<file path="src/rtl/core/perm_unrank_simple_check_assert.svh">
// assertion macros shared by the permutation unrank and check block
`ifndef PERM_UNRANK_SIMPLE_CHECK_ASSERT_SVH
`define PERM_UNRANK_SIMPLE_CHECK_ASSERT_SVH

// consequent must hold in the same cycle as the antecedent
`define PUSC_ASSERT_NOW(lbl, clk, rst, ante, cons, msg) \
   lbl: assert property (@(posedge clk) disable iff (rst) (ante) |-> (cons)) \
      else $error(msg);

// consequent must hold in the cycle after the antecedent
`define PUSC_ASSERT_NEXT(lbl, clk, rst, ante, cons, msg) \
   lbl: assert property (@(posedge clk) disable iff (rst) (ante) |=> (cons)) \
      else $error(msg);

`endif

</file>
<file path="src/rtl/core/pusc_pkg.sv">
// shared types, constants and elaboration helpers for the permutation unrank block
package pusc_pkg;

   localparam int RANK_W   = 22;
   localparam int VAL_W    = 4;
   localparam int PACK_NIB = 10;
   localparam int PACK_W   = PACK_NIB * VAL_W;

   typedef logic [RANK_W-1:0] rank_type;
   typedef logic [RANK_W:0]   thr_type;
   typedef logic [VAL_W-1:0]  val_type;

   // value codes that never occur in a permutation of 1..n
   localparam val_type VAL_NONE = val_type'(0);
   localparam val_type VAL_TOP  = val_type'(15);

   localparam longint unsigned RANK_SPAN = 64'd1 << RANK_W;
   // threshold that no rank reaches
   localparam thr_type THR_SAT = {1'b1, {RANK_W{1'b0}}};

   function automatic longint unsigned fact_of(input int n);
      longint unsigned f;
      f = 64'd1;
      for (int t = 2; t <= n; t++) begin
         f = f * 64'(t);
      end
      return f;
   endfunction

   // number of restoring steps that bring any rank below n!
   function automatic int mod_steps(input int n);
      longint unsigned f;
      int s;
      f = fact_of(n);
      s = 0;
      for (int i = 0; i < RANK_W; i++) begin
         if ((f << s) < RANK_SPAN) begin
            s++;
         end
      end
      return s;
   endfunction

   // n! scaled by 2^sh, known to fit the rank width
   function automatic rank_type mod_sub(input int n, input int sh);
      return rank_type'(fact_of(n) << sh);
   endfunction

   // m times (n-1-k)!, saturated when the digit cannot reach m
   function automatic thr_type dig_thr(input int n, input int k, input int m);
      longint unsigned f;
      longint unsigned p;
      f = fact_of(n - 1 - k);
      p = f * 64'(m);
      if ((m > n - 1 - k) || (p >= RANK_SPAN)) begin
         return THR_SAT;
      end
      return thr_type'(p);
   endfunction

endpackage

</file>
<file path="src/rtl/core/pusc_mod_cell.sv">
// restoring-subtract cell that removes one scaled multiple of n! from the rank
module pusc_mod_cell
   import pusc_pkg::*;
(
   input  logic     clock,
   input  logic     reset,
   input  logic     up_valid,
   output logic     up_stall,
   input  rank_type up_rank,
   input  rank_type sub_val,
   output logic     dn_valid,
   input  logic     dn_stall,
   output rank_type dn_rank
);

   logic     valid_ff;
   logic     valid_in;
   logic     load;
   rank_type rank_ff;
   rank_type rank_in;

   assign up_stall = valid_ff & dn_stall;
   assign load     = up_valid & ~up_stall;
   assign valid_in = up_stall ? valid_ff : up_valid;

   always_comb begin
      rank_in = (up_rank >= sub_val) ? (up_rank - sub_val) : up_rank;
   end

   always_ff @(posedge clock) begin
      if (reset) begin
         valid_ff <= 1'b0;
      end else begin
         valid_ff <= valid_in;
      end
   end

   always_ff @(posedge clock) begin
      if (load) begin
         rank_ff <= rank_in;
      end
   end

   assign dn_valid = valid_ff;
   assign dn_rank  = rank_ff;

endmodule

</file>
<file path="src/rtl/core/pusc_digit_cell.sv">
// factorial-base digit cell: one digit out, remainder on to the next cell
module pusc_digit_cell
   import pusc_pkg::*;
#(
   parameter int PERM_LEN = 10
) (
   input  logic                               clock,
   input  logic                               reset,
   input  logic                               up_valid,
   output logic                               up_stall,
   input  rank_type                           up_rem,
   input  logic [PERM_LEN-1:0][VAL_W-1:0]     up_digs,
   input  logic [PERM_LEN-2:0][RANK_W:0]      thr,
   output logic                               dn_valid,
   input  logic                               dn_stall,
   output rank_type                           dn_rem,
   output logic [PERM_LEN-1:0][VAL_W-1:0]     dn_digs
);

   logic                           valid_ff;
   logic                           valid_in;
   logic                           load;
   rank_type                       rem_ff;
   rank_type                       rem_in;
   logic [PERM_LEN-1:0][VAL_W-1:0] digs_ff;
   logic [PERM_LEN-1:0][VAL_W-1:0] digs_in;
   val_type                        quot;
   val_type                        dig_val;
   rank_type                       sub;

   assign up_stall = valid_ff & dn_stall;
   assign load     = up_valid & ~up_stall;
   assign valid_in = up_stall ? valid_ff : up_valid;

   // thresholds rise with m, so the last one reached gives the quotient
   always_comb begin
      quot = VAL_NONE;
      sub  = '0;
      for (int m = 0; m < PERM_LEN - 1; m++) begin
         if ({1'b0, up_rem} >= thr[m]) begin
            quot = val_type'(m + 1);
            sub  = thr[m][RANK_W-1:0];
         end
      end
      dig_val = quot + val_type'(1);
      rem_in  = up_rem - sub;
      // new digit enters at the top, earlier ones move down one place
      digs_in = {dig_val, up_digs[PERM_LEN-1:1]};
   end

   always_ff @(posedge clock) begin
      if (reset) begin
         valid_ff <= 1'b0;
      end else begin
         valid_ff <= valid_in;
      end
   end

   always_ff @(posedge clock) begin
      if (load) begin
         rem_ff  <= rem_in;
         digs_ff <= digs_in;
      end
   end

   assign dn_valid = valid_ff;
   assign dn_rem   = rem_ff;
   assign dn_digs  = digs_ff;

endmodule

</file>
<file path="src/rtl/core/pusc_adjust_cell.sv">
// readjust cell: bumps each value past one earlier digit, compare row slides up
module pusc_adjust_cell
   import pusc_pkg::*;
#(
   parameter int PERM_LEN = 10
) (
   input  logic                           clock,
   input  logic                           reset,
   input  logic                           up_valid,
   output logic                           up_stall,
   input  logic [PERM_LEN-1:0][VAL_W-1:0] up_vals,
   input  logic [PERM_LEN-1:0][VAL_W-1:0] up_cmps,
   output logic                           dn_valid,
   input  logic                           dn_stall,
   output logic [PERM_LEN-1:0][VAL_W-1:0] dn_vals,
   output logic [PERM_LEN-1:0][VAL_W-1:0] dn_cmps
);

   logic                           valid_ff;
   logic                           valid_in;
   logic                           load;
   logic [PERM_LEN-1:0][VAL_W-1:0] vals_ff;
   logic [PERM_LEN-1:0][VAL_W-1:0] vals_in;
   logic [PERM_LEN-1:0][VAL_W-1:0] cmps_ff;
   logic [PERM_LEN-1:0][VAL_W-1:0] cmps_in;

   assign up_stall = valid_ff & dn_stall;
   assign load     = up_valid & ~up_stall;
   assign valid_in = up_stall ? valid_ff : up_valid;

   always_comb begin
      for (int k = 0; k < PERM_LEN; k++) begin
         vals_in[k] = (up_cmps[k] <= up_vals[k]) ? (up_vals[k] + val_type'(1)) : up_vals[k];
      end
      // next cell compares against the digit one place further left
      cmps_in = {up_cmps[PERM_LEN-2:0], VAL_TOP};
   end

   always_ff @(posedge clock) begin
      if (reset) begin
         valid_ff <= 1'b0;
      end else begin
         valid_ff <= valid_in;
      end
   end

   always_ff @(posedge clock) begin
      if (load) begin
         vals_ff <= vals_in;
         cmps_ff <= cmps_in;
      end
   end

   assign dn_valid = valid_ff;
   assign dn_vals  = vals_ff;
   assign dn_cmps  = cmps_ff;

endmodule

</file>
<file path="src/rtl/core/pusc_check_cell.sv">
// window cell: grows every window by one position and tests interval splits
module pusc_check_cell
   import pusc_pkg::*;
#(
   parameter int PERM_LEN = 10
) (
   input  logic                              clock,
   input  logic                              reset,
   input  logic                              up_valid,
   output logic                              up_stall,
   input  logic [PERM_LEN-1:0][VAL_W-1:0]    up_perm,
   input  logic [PERM_LEN-1:0][VAL_W-1:0]    up_q,
   input  logic [PERM_LEN-1:0][VAL_W-1:0]    up_mn,
   input  logic [PERM_LEN-1:0][VAL_W-1:0]    up_mx,
   input  logic [PERM_LEN-1:0][PERM_LEN-1:0] up_pre,
   input  logic [PERM_LEN-1:0][PERM_LEN-1:0] up_sr,
   input  val_type                           up_len,
   input  logic                              up_bad,
   output logic                              dn_valid,
   input  logic                              dn_stall,
   output logic [PERM_LEN-1:0][VAL_W-1:0]    dn_perm,
   output logic [PERM_LEN-1:0][VAL_W-1:0]    dn_q,
   output logic [PERM_LEN-1:0][VAL_W-1:0]    dn_mn,
   output logic [PERM_LEN-1:0][VAL_W-1:0]    dn_mx,
   output logic [PERM_LEN-1:0][PERM_LEN-1:0] dn_pre,
   output logic [PERM_LEN-1:0][PERM_LEN-1:0] dn_sr,
   output val_type                           dn_len,
   output logic                              dn_bad
);

   logic                              valid_ff;
   logic                              valid_in;
   logic                              load;
   logic [PERM_LEN-1:0][VAL_W-1:0]    perm_ff;
   logic [PERM_LEN-1:0][VAL_W-1:0]    q_ff;
   logic [PERM_LEN-1:0][VAL_W-1:0]    q_in;
   logic [PERM_LEN-1:0][VAL_W-1:0]    mn_ff;
   logic [PERM_LEN-1:0][VAL_W-1:0]    mn_in;
   logic [PERM_LEN-1:0][VAL_W-1:0]    mx_ff;
   logic [PERM_LEN-1:0][VAL_W-1:0]    mx_in;
   logic [PERM_LEN-1:0][PERM_LEN-1:0] pre_ff;
   logic [PERM_LEN-1:0][PERM_LEN-1:0] pre_in;
   logic [PERM_LEN-1:0][PERM_LEN-1:0] sr_ff;
   logic [PERM_LEN-1:0][PERM_LEN-1:0] sr_in;
   val_type                           len_ff;
   val_type                           len_in;
   logic                              bad_ff;
   logic                              bad_in;
   logic [PERM_LEN-1:0]               ivl;
   logic [PERM_LEN-1:0]               hit_vec;
   logic [PERM_LEN-1:0]               len_oh;

   assign up_stall = valid_ff & dn_stall;
   assign load     = up_valid & ~up_stall;
   assign valid_in = up_stall ? valid_ff : up_valid;

   always_comb begin
      len_oh = PERM_LEN'(1) << up_len;
      for (int lo = 0; lo < PERM_LEN; lo++) begin
         // empty q means the window runs past the end
         mn_in[lo] = ((up_q[lo] != VAL_NONE) && (up_q[lo] < up_mn[lo])) ? up_q[lo] : up_mn[lo];
         mx_in[lo] = ((up_q[lo] != VAL_NONE) && (up_q[lo] > up_mx[lo])) ? up_q[lo] : up_mx[lo];
         ivl[lo]   = (up_q[lo] != VAL_NONE) && ((mx_in[lo] - mn_in[lo]) == up_len);
         // prefix and suffix interval masks line up on the split point
         hit_vec[lo] = ivl[lo] && (|(up_pre[lo] & up_sr[lo]));
         pre_in[lo]  = up_pre[lo] | (ivl[lo] ? len_oh : '0);
      end
      for (int lo = 0; lo < PERM_LEN - 1; lo++) begin
         sr_in[lo] = (up_sr[lo+1] << 1) | PERM_LEN'(ivl[lo+1]);
         q_in[lo]  = up_q[lo+1];
      end
      sr_in[PERM_LEN-1] = '0;
      q_in[PERM_LEN-1]  = VAL_NONE;
      len_in = up_len + val_type'(1);
      bad_in = up_bad | (|hit_vec);
   end

   always_ff @(posedge clock) begin
      if (reset) begin
         valid_ff <= 1'b0;
      end else begin
         valid_ff <= valid_in;
      end
   end

   always_ff @(posedge clock) begin
      if (load) begin
         perm_ff <= up_perm;
         q_ff    <= q_in;
         mn_ff   <= mn_in;
         mx_ff   <= mx_in;
         pre_ff  <= pre_in;
         sr_ff   <= sr_in;
         len_ff  <= len_in;
         bad_ff  <= bad_in;
      end
   end

   assign dn_valid = valid_ff;
   assign dn_perm  = perm_ff;
   assign dn_q     = q_ff;
   assign dn_mn    = mn_ff;
   assign dn_mx    = mx_ff;
   assign dn_pre   = pre_ff;
   assign dn_sr    = sr_ff;
   assign dn_len   = len_ff;
   assign dn_bad   = bad_ff;

endmodule

</file>
<file path="src/rtl/core/perm_unrank_simple_check.sv">
// top level of the permutation unrank and simplicity check block
//
// a rank beat on req_ becomes the rank-th permutation of 1..PERM_LEN in
// lexicographic order plus a flag that is 1 when no window of two or more
// positions whose values form an interval splits into two stacked intervals.
// ranks of PERM_LEN! or more wrap modulo PERM_LEN!. one rank is taken every
// cycle while req_stall is low, and one result beat leaves for each rank, in
// order. the datapath is a row of single-beat cells: MOD_STEPS restoring
// subtract cells that reduce the rank (one is needed at PERM_LEN = 10),
// PERM_LEN digit cells, PERM_LEN-1 readjust cells and PERM_LEN-1 window
// cells. every cell holds one beat and refills as soon as its neighbor
// takes its beat, so bubbles close up while rsp_stall is high and req_stall
// rises only when every cell is full. rsp_perm_packed holds position zero in
// its lowest nibble and keeps the first ten positions when PERM_LEN is above
// ten.
`include "perm_unrank_simple_check_assert.svh"

module perm_unrank_simple_check
   import pusc_pkg::*;
#(
   parameter int PERM_LEN = 10
) (
   input  logic              clock,
   input  logic              reset,
   input  logic              req_valid,
   output logic              req_stall,
   input  logic [RANK_W-1:0] req_rank,
   output logic              rsp_valid,
   input  logic              rsp_stall,
   output logic [PACK_W-1:0] rsp_perm_packed,
   output logic              rsp_is_simple
);

   localparam int MOD_STEPS = mod_steps(PERM_LEN);
   localparam int PACK_N    = (PERM_LEN < PACK_NIB) ? PERM_LEN : PACK_NIB;

   // threshold row of digit cell k: multiples of (PERM_LEN-1-k)!
   function automatic logic [PERM_LEN-2:0][RANK_W:0] thr_row_of(input int k);
      logic [PERM_LEN-2:0][RANK_W:0] row;
      for (int m = 0; m < PERM_LEN - 1; m++) begin
         row[m] = dig_thr(PERM_LEN, k, m + 1);
      end
      return row;
   endfunction

   // rank reduction chain
   logic     mod_valid [0:MOD_STEPS];
   logic     mod_stall [0:MOD_STEPS];
   rank_type mod_rank  [0:MOD_STEPS];

   // digit chain
   logic                           dig_valid [0:PERM_LEN];
   logic                           dig_stall [0:PERM_LEN];
   rank_type                       dig_rem   [0:PERM_LEN];
   logic [PERM_LEN-1:0][VAL_W-1:0] dig_digs  [0:PERM_LEN];

   // readjust chain
   logic                           adj_valid [0:PERM_LEN-1];
   logic                           adj_stall [0:PERM_LEN-1];
   logic [PERM_LEN-1:0][VAL_W-1:0] adj_vals  [0:PERM_LEN-1];
   logic [PERM_LEN-1:0][VAL_W-1:0] adj_cmps  [0:PERM_LEN-1];

   // window chain
   logic                              chk_valid [0:PERM_LEN-1];
   logic                              chk_stall [0:PERM_LEN-1];
   logic [PERM_LEN-1:0][VAL_W-1:0]    chk_perm  [0:PERM_LEN-1];
   logic [PERM_LEN-1:0][VAL_W-1:0]    chk_q     [0:PERM_LEN-1];
   logic [PERM_LEN-1:0][VAL_W-1:0]    chk_mn    [0:PERM_LEN-1];
   logic [PERM_LEN-1:0][VAL_W-1:0]    chk_mx    [0:PERM_LEN-1];
   logic [PERM_LEN-1:0][PERM_LEN-1:0] chk_pre   [0:PERM_LEN-1];
   logic [PERM_LEN-1:0][PERM_LEN-1:0] chk_sr    [0:PERM_LEN-1];
   val_type                           chk_len   [0:PERM_LEN-1];
   logic                              chk_bad   [0:PERM_LEN-1];

   // checking aids
   logic                first_full;
   logic                all_full;
   logic [PERM_LEN-1:0] perm_seen;
   logic                adj_hit;

   // request side enters the reduction chain
   assign mod_valid[0] = req_valid;
   assign req_stall    = mod_stall[0];
   assign mod_rank[0]  = req_rank;

   // subtract n! * 2^s for s from high to low, leaving rank mod n!
   for (genvar i = 0; i < MOD_STEPS; i++) begin : g_mod
      localparam rank_type SUB = mod_sub(PERM_LEN, MOD_STEPS - 1 - i);
      pusc_mod_cell u_cell (
         .clock    (clock),
         .reset    (reset),
         .up_valid (mod_valid[i]),
         .up_stall (mod_stall[i]),
         .up_rank  (mod_rank[i]),
         .sub_val  (SUB),
         .dn_valid (mod_valid[i+1]),
         .dn_stall (mod_stall[i+1]),
         .dn_rank  (mod_rank[i+1])
      );
   end

   assign dig_valid[0]         = mod_valid[MOD_STEPS];
   assign mod_stall[MOD_STEPS] = dig_stall[0];
   assign dig_rem[0]           = mod_rank[MOD_STEPS];
   assign dig_digs[0]          = '0;

   // digit k of the factorial-base code, plus one
   for (genvar k = 0; k < PERM_LEN; k++) begin : g_dig
      localparam logic [PERM_LEN-2:0][RANK_W:0] THR_ROW = thr_row_of(k);
      pusc_digit_cell #(
         .PERM_LEN (PERM_LEN)
      ) u_cell (
         .clock    (clock),
         .reset    (reset),
         .up_valid (dig_valid[k]),
         .up_stall (dig_stall[k]),
         .up_rem   (dig_rem[k]),
         .up_digs  (dig_digs[k]),
         .thr      (THR_ROW),
         .dn_valid (dig_valid[k+1]),
         .dn_stall (dig_stall[k+1]),
         .dn_rem   (dig_rem[k+1]),
         .dn_digs  (dig_digs[k+1])
      );
   end

   // readjust: cell t compares each value with the digit t+1 places to its left,
   // position zero starts with a code that never compares low
   assign adj_valid[0]        = dig_valid[PERM_LEN];
   assign dig_stall[PERM_LEN] = adj_stall[0];
   assign adj_vals[0]         = dig_digs[PERM_LEN];
   assign adj_cmps[0]         = {dig_digs[PERM_LEN][PERM_LEN-2:0], VAL_TOP};

   for (genvar t = 0; t < PERM_LEN - 1; t++) begin : g_adj
      pusc_adjust_cell #(
         .PERM_LEN (PERM_LEN)
      ) u_cell (
         .clock    (clock),
         .reset    (reset),
         .up_valid (adj_valid[t]),
         .up_stall (adj_stall[t]),
         .up_vals  (adj_vals[t]),
         .up_cmps  (adj_cmps[t]),
         .dn_valid (adj_valid[t+1]),
         .dn_stall (adj_stall[t+1]),
         .dn_vals  (adj_vals[t+1]),
         .dn_cmps  (adj_cmps[t+1])
      );
   end

   // windows start at length one: min and max are the value itself, the only
   // prefix and the only suffix are single positions, q holds the next value
   assign chk_valid[0]          = adj_valid[PERM_LEN-1];
   assign adj_stall[PERM_LEN-1] = chk_stall[0];
   assign chk_perm[0]           = adj_vals[PERM_LEN-1];
   assign chk_q[0]              = {VAL_NONE, adj_vals[PERM_LEN-1][PERM_LEN-1:1]};
   assign chk_mn[0]             = adj_vals[PERM_LEN-1];
   assign chk_mx[0]             = adj_vals[PERM_LEN-1];
   assign chk_pre[0]            = {PERM_LEN{PERM_LEN'(1)}};
   assign chk_sr[0]             = {PERM_LEN{PERM_LEN'(1)}};
   assign chk_len[0]            = val_type'(1);
   assign chk_bad[0]            = 1'b0;

   // cell w handles windows of length w+2
   for (genvar w = 0; w < PERM_LEN - 1; w++) begin : g_chk
      pusc_check_cell #(
         .PERM_LEN (PERM_LEN)
      ) u_cell (
         .clock    (clock),
         .reset    (reset),
         .up_valid (chk_valid[w]),
         .up_stall (chk_stall[w]),
         .up_perm  (chk_perm[w]),
         .up_q     (chk_q[w]),
         .up_mn    (chk_mn[w]),
         .up_mx    (chk_mx[w]),
         .up_pre   (chk_pre[w]),
         .up_sr    (chk_sr[w]),
         .up_len   (chk_len[w]),
         .up_bad   (chk_bad[w]),
         .dn_valid (chk_valid[w+1]),
         .dn_stall (chk_stall[w+1]),
         .dn_perm  (chk_perm[w+1]),
         .dn_q     (chk_q[w+1]),
         .dn_mn    (chk_mn[w+1]),
         .dn_mx    (chk_mx[w+1]),
         .dn_pre   (chk_pre[w+1]),
         .dn_sr    (chk_sr[w+1]),
         .dn_len   (chk_len[w+1]),
         .dn_bad   (chk_bad[w+1])
      );
   end

   // the last window cell is the output register
   assign rsp_valid              = chk_valid[PERM_LEN-1];
   assign chk_stall[PERM_LEN-1]  = rsp_stall;
   assign rsp_is_simple          = ~chk_bad[PERM_LEN-1];

   always_comb begin
      rsp_perm_packed = '0;
      for (int i = 0; i < PACK_N; i++) begin
         rsp_perm_packed[i*VAL_W +: VAL_W] = chk_perm[PERM_LEN-1][i];
      end
   end

   // first cell of the row, used to check that an accepted beat lands
   if (MOD_STEPS > 0) begin : g_first_mod
      assign first_full = mod_valid[1];
   end else begin : g_first_dig
      assign first_full = dig_valid[1];
   end

   always_comb begin
      all_full = 1'b1;
      for (int i = 1; i <= MOD_STEPS; i++) begin
         all_full = all_full & mod_valid[i];
      end
      for (int i = 1; i <= PERM_LEN; i++) begin
         all_full = all_full & dig_valid[i];
      end
      for (int i = 1; i < PERM_LEN; i++) begin
         all_full = all_full & adj_valid[i] & chk_valid[i];
      end
   end

   // every value 1..PERM_LEN shows up once in a finished result
   always_comb begin
      perm_seen = '0;
      adj_hit   = 1'b0;
      for (int i = 0; i < PERM_LEN; i++) begin
         if ((chk_perm[PERM_LEN-1][i] != VAL_NONE) &&
             (chk_perm[PERM_LEN-1][i] <= val_type'(PERM_LEN))) begin
            perm_seen = perm_seen |
                        (PERM_LEN'(1) << (chk_perm[PERM_LEN-1][i] - val_type'(1)));
         end
      end
      for (int i = 0; i < PERM_LEN - 1; i++) begin
         if ((chk_perm[PERM_LEN-1][i+1] == chk_perm[PERM_LEN-1][i] + val_type'(1)) ||
             (chk_perm[PERM_LEN-1][i] == chk_perm[PERM_LEN-1][i+1] + val_type'(1))) begin
            adj_hit = 1'b1;
         end
      end
   end

   `PUSC_ASSERT_NOW(a_perm_complete, clock, reset, rsp_valid, perm_seen == '1, "result is not a permutation")
   `PUSC_ASSERT_NOW(a_adjacent_not_simple, clock, reset, rsp_valid && adj_hit, !rsp_is_simple, "adjacent consecutive values flagged simple")
   `PUSC_ASSERT_NOW(a_stall_only_when_full, clock, reset, req_stall, all_full && rsp_stall, "input stalled with a free cell")
   `PUSC_ASSERT_NEXT(a_accept_lands, clock, reset, req_valid && !req_stall, first_full, "accepted rank did not enter the first cell")

endmodule
</file>
<file path="config.mk">
export PLATFORM = sky130hd
export DESIGN_NAME = perm_unrank_simple_check
export DESIGN_NICKNAME = d
export VERILOG_FILES = /design/src/rtl/core/pusc_pkg.sv /design/src/rtl/core/pusc_mod_cell.sv /design/src/rtl/core/pusc_digit_cell.sv /design/src/rtl/core/pusc_adjust_cell.sv /design/src/rtl/core/pusc_check_cell.sv /design/src/rtl/core/perm_unrank_simple_check.sv
export VERILOG_INCLUDE_DIRS = /design/src /design/src/rtl/core
export SDC_FILE = /design/constraint.sdc
export NUM_CORES = 2
export LEC_CHECK = 0
export ABC_AREA = 1
export BUFFER_PORTS_ARGS = -buffer_cell sky130_fd_sc_hd__buf_2
export CORE_UTILIZATION = 38
export CTS_CLUSTER_DIAMETER = 200
export DETAILED_ROUTE_END_ITERATION = 16
export HOLD_SLACK_MARGIN = 0.05
export PLACE_DENSITY = 0.58
export SYNTH_ARGS = -nofsm -noshare
export SYNTH_HDL_FRONTEND = slang
export SYNTH_SLANG_ARGS = --single-unit
export TNS_END_PERCENT = 1
</file>
<file path="constraint.sdc">
create_clock -name clock -period 13.6 [get_ports clock]
set_input_delay 2.72 -clock clock [delete_from_list [all_inputs] [get_ports clock]]
set_output_delay 2.72 -clock clock [all_outputs]
set_load 0.01 [all_outputs]
</file>
==> reports/results.tsv <==
stage	metric	value	unit
run_status	status	finished clean	
placed_design	gp_congestion	0.849	
floorplan	die_height	479	µm
logic_synthesis	synth_largest_type_area_fraction	60.6	%
setup_path	setup.worst_path.class	in -> out	
timing	max_slew_margin	25.5	%
finish	finish.utilization	43.0	%
cts	clk_transition_reported_paths	0.06	ns
timing	timing_hold_violations_final	0	
floorplan	floorplan.rows	174	
timing	postLayoutSetupSlackWorst	5.58	ns
setup_path	critical_path.max_stage_delay	0.22	ns
logic_synthesis	synthDominantAreaCellType	edfxtp_1	
power_and_ir_drop	power_density	118	nW/µm²
drt	drt_drc_violations_left	0	
power_and_ir_drop	max-vdd-ir-drop	0.101	mV
placed_design	port-buffer-count	68	
logic_synthesis	syn_area	86600	µm²
cts	ctsRootBufferMaster	clkbuf_16	
power_and_ir_drop	leakagePower	0.0380	µW
global_routing	total_congestion_overflow	0	
finish	fill_cell_total_of_the_finished_layout	20700	
setup_path	arrival	5.30	ns
setup_path	path_delay_family	simple AND/OR/NAND/NOR gates	
logic_synthesis	synth.cells.most_frequent	edfxtp_1, inv_1, nand2_1, ha_1, o21ai_0	
drt	vias_per_cell	4.84	
floorplan	die_width	479	µm
cts	cts_sinks	1776	
global_routing	antenna_violations_before_repair	0	
logic_synthesis	syn_avg_cell_area	12.0	µm²
finish	final_net_count	8243	
drt	via_count	51200	
logic_synthesis	netlist_top_cells_area	edfxtp_1, ha_1, inv_1, nand2_1, o21ai_0	
drt	drt-pass1-iter-count	5	
cts	cts-htree-levels	4	
global_routing	grt_max_degree	84	
placed_design	detailedPlacementHpwl	117	mm
logic_synthesis	yosysWarnings	0	
logic_synthesis	ys_async_sr_fraction	0	%
global_routing	globalRouteTotalUtil	13.5	%
logic_synthesis	synth_seq_cells	1776	
setup_path	worstPathCellList	buf_2, nand2_2, nor2_4, nand4_4, nor2_4, nand4_4, nor2_4, nand4_4, nor2_4, nand4_4, nor2_4, nand4_4, nor2_4, nand4_4, nor2_4, nand4_4, inv_1, buf_2	
cts	max-clock-path-buffers	3	
setup_path	critPathCaptureType	output port	
logic_synthesis	synthesis.instances	7192	
logic_synthesis	ys_dominant_reg_cell	edfxtp_1	
setup_path	crit_path_top_delay_cell	nor2_4	
timing	tns	0	ns
setup_path	worst_ep_required_time	10.88	ns
floorplan	start_util	38.4	%
timing	max_slew.worst_pin.slew	1.11	ns
floorplan	ioPinCount	69	
logic_synthesis	yosysMostFrequentCell	edfxtp_1	
cts	postCtsResizedCells	0	
logic_synthesis	synth.distinct_cells	63	
setup_path	critical_path.max_fanout	4	
timing	setup_viol	0	
setup_path	crit_path_start_kind	primary input	
drt	detail_route.iter0.violations	2753	
timing	slew_viol_final	0	
cts	insertion_delay	0.83	ns
finish	synthToLayoutAreaGrowth	12.0	%
timing	achievable-frequency	125	MHz
finish	post_route_cells_drive_above_1_share	6.33	%
drt	postRouteWirelength	153	mm
drt	avgRoutedWirePerCell	14.5	µm
timing	clock-skew-final	0.0602	ns
timing	min_period_over_period	59.0	%
setup_path	wp_buf_inv	3	
floorplan	die_outline_area	230000	µm²
global_routing	grt_first_pass_wirelength	257	mm
cts	postCtsSetupBuffers	0	
cts	cts_bufs_inserted	186	
timing	rsz_0062_raised_after_global_routing	no	
cts	post_cts_hold_buffer_count	0	
timing	finalWorstPathRequiredPeriod	8.02	ns
logic_synthesis	synth_sequential_area_ratio	61.2	%
placed_design	dp_slack	5.57	ns
cts	cts_tree	built	
placed_design	numPlacedInstances	10200	
drt	ant_nets	0	
finish	finalNonFillerCells	10600	
finish	antenna_cells	0	
global_routing	number_of_global_route_vias_before_repair	52800	
logic_synthesis	post_synth_edffs	1747	
min_path	timing.hold.worst.class	reg -> reg	
floorplan	core	226000	µm²
run	max_cap_violations	0	
-- layer usage --
| layer | part of all wire, % | up-vias | global-route usage [%] |
|---|---|---|---|
| met3 | 3.0 | 316 | 2.15 |
| met5 | 0 | - | 0 |
| met1 | 41 | 24300 | 15.1 |
| met4 | 3.0 | 0 | 4.70 |
| li1 | - | 25900 | - |
| met2 | 53 | 694 | 25.6 |
-- cell usage in the layout, fill, tap and decap left out, drive strengths merged, types with 10 or more instances in the layout --
cell / count
nand3: 169
inv: 1196
nand3b: 16
a41oi: 45
xor2: 271
a21oi: 405
ha: 751
nor3: 53
nor2: 412
edfxtp: 1747
nand4: 132
dfxtp: 29
o21a: 10
o211ai: 61
or2: 10
bufinv: 22
o21ai: 513
xnor2: 119
a221oi: 10
a31oi: 18
o21bai: 25
a211oi: 18
nor4: 62
clkinv: 71
nand2: 836
a21boi: 75
buf: 96
a22o: 12
clkbuf: 240
mux2: 45
fa: 33
-- cell type report --
| class | instances | area, µm² | share of cell area [%] |
|---|---|---|---|
| Timing Repair Buffer | 96 | 551 | 0.568 |
| Clock inverter | 108 | 1300 | 1.34 |
| Sequential cell | 1776 | 53000 | 54.7 |
| Multi-Input combinational cell | 4183 | 28900 | 29.8 |
| Inverter | 1190 | 4470 | 4.61 |
| Tap cell | 2992 | 3740 | 3.86 |
| Clock buffer | 240 | 5000 | 5.15 |
-- registers in the layout (all words and copies together) (netlist names), 103 cells and up --
signal / cells
g_adj.u_cell.dn_cmps: 141
g_dig.u_cell.dn_digs: 205
g_chk.u_cell.dn_perm: 356
g_dig.u_cell.dn_rem: 176
g_adj.u_cell.dn_vals: 356
g_chk.u_cell.dn_sr: 103
g_chk.u_cell.dn_mx: 148
g_chk.u_cell.dn_mn: 144
-- logic make-up (layout without fill, tap and decap cells) --
group | Yosys count | in the layout | share of synthesized area (%)
DFF | 1776 | 1776 | 61.2
and+or+nand+nor | 1706 | 1706 | 8.64
AOI/OAI and AO/OA | 1254 | 1254 | 8.43
buffers and inverters | 1236 | 1634 | 5.53
adders and majority gates | 784 | 784 | 11.6
xor gates and xnor gates | 390 | 390 | 3.94
muxes | 45 | 45 | 0.585
other | 1 | 4 | 0.00433
-- power by group --
part           internal [µW]  total, µW  switching [µW]  leakage (µW)
clock network           3030       5130            2100       0.00304
logic                    105        273             168        0.0190
registers               5980       6020            34.6        0.0160
total                   9120      11400            2300        0.0380
-- worst register-to-register path, delay by kind of cell, from the launching register on --
family          cells  cell delay (ns)
simple gates       13             1.76
buf+inv             6             0.46
compound gates      9             1.35
flops               1             0.43
fa+ha+maj           2             0.65
-- path summary, 6_finish.rpt --
| kind | start | end | slack (ns) | cells after the start |
|---|---|---|---|---|
| worst max-delay path | rsp_stall | req_stall | 5.58 | 18 |
| worst min-delay path | g_chk[5].u_cell.dn_perm[19]$_DFFE_PP_ | g_chk[6].u_cell.dn_perm[19]$_DFFE_PP_ | 0.41 | 0 |
| worst max register to register | g_dig[1].u_cell.dn_rem[17]$_DFFE_PP_ | g_dig[2].u_cell.dn_rem[18]$_DFFE_PP_ | 8.71 | 30 |
| worst min register to register | g_chk[5].u_cell.dn_perm[19]$_DFFE_PP_ | g_chk[6].u_cell.dn_perm[19]$_DFFE_PP_ | 0.41 | 0 |
-- through the flow --
stage	power [µW]	hold slack, ns	instance area (µm²)
2_1_floorplan	6320	0.400	86600
4_1_cts	11600	0.403	97000
3_3_place_gp	6400	0.401	90700
6_report	11400	0.410	97000
5_1_grt	11800	0.416	97000
3_5_place_dp	6400	0.405	90700
No activity file was read; power rests on OpenSTA's default activity.
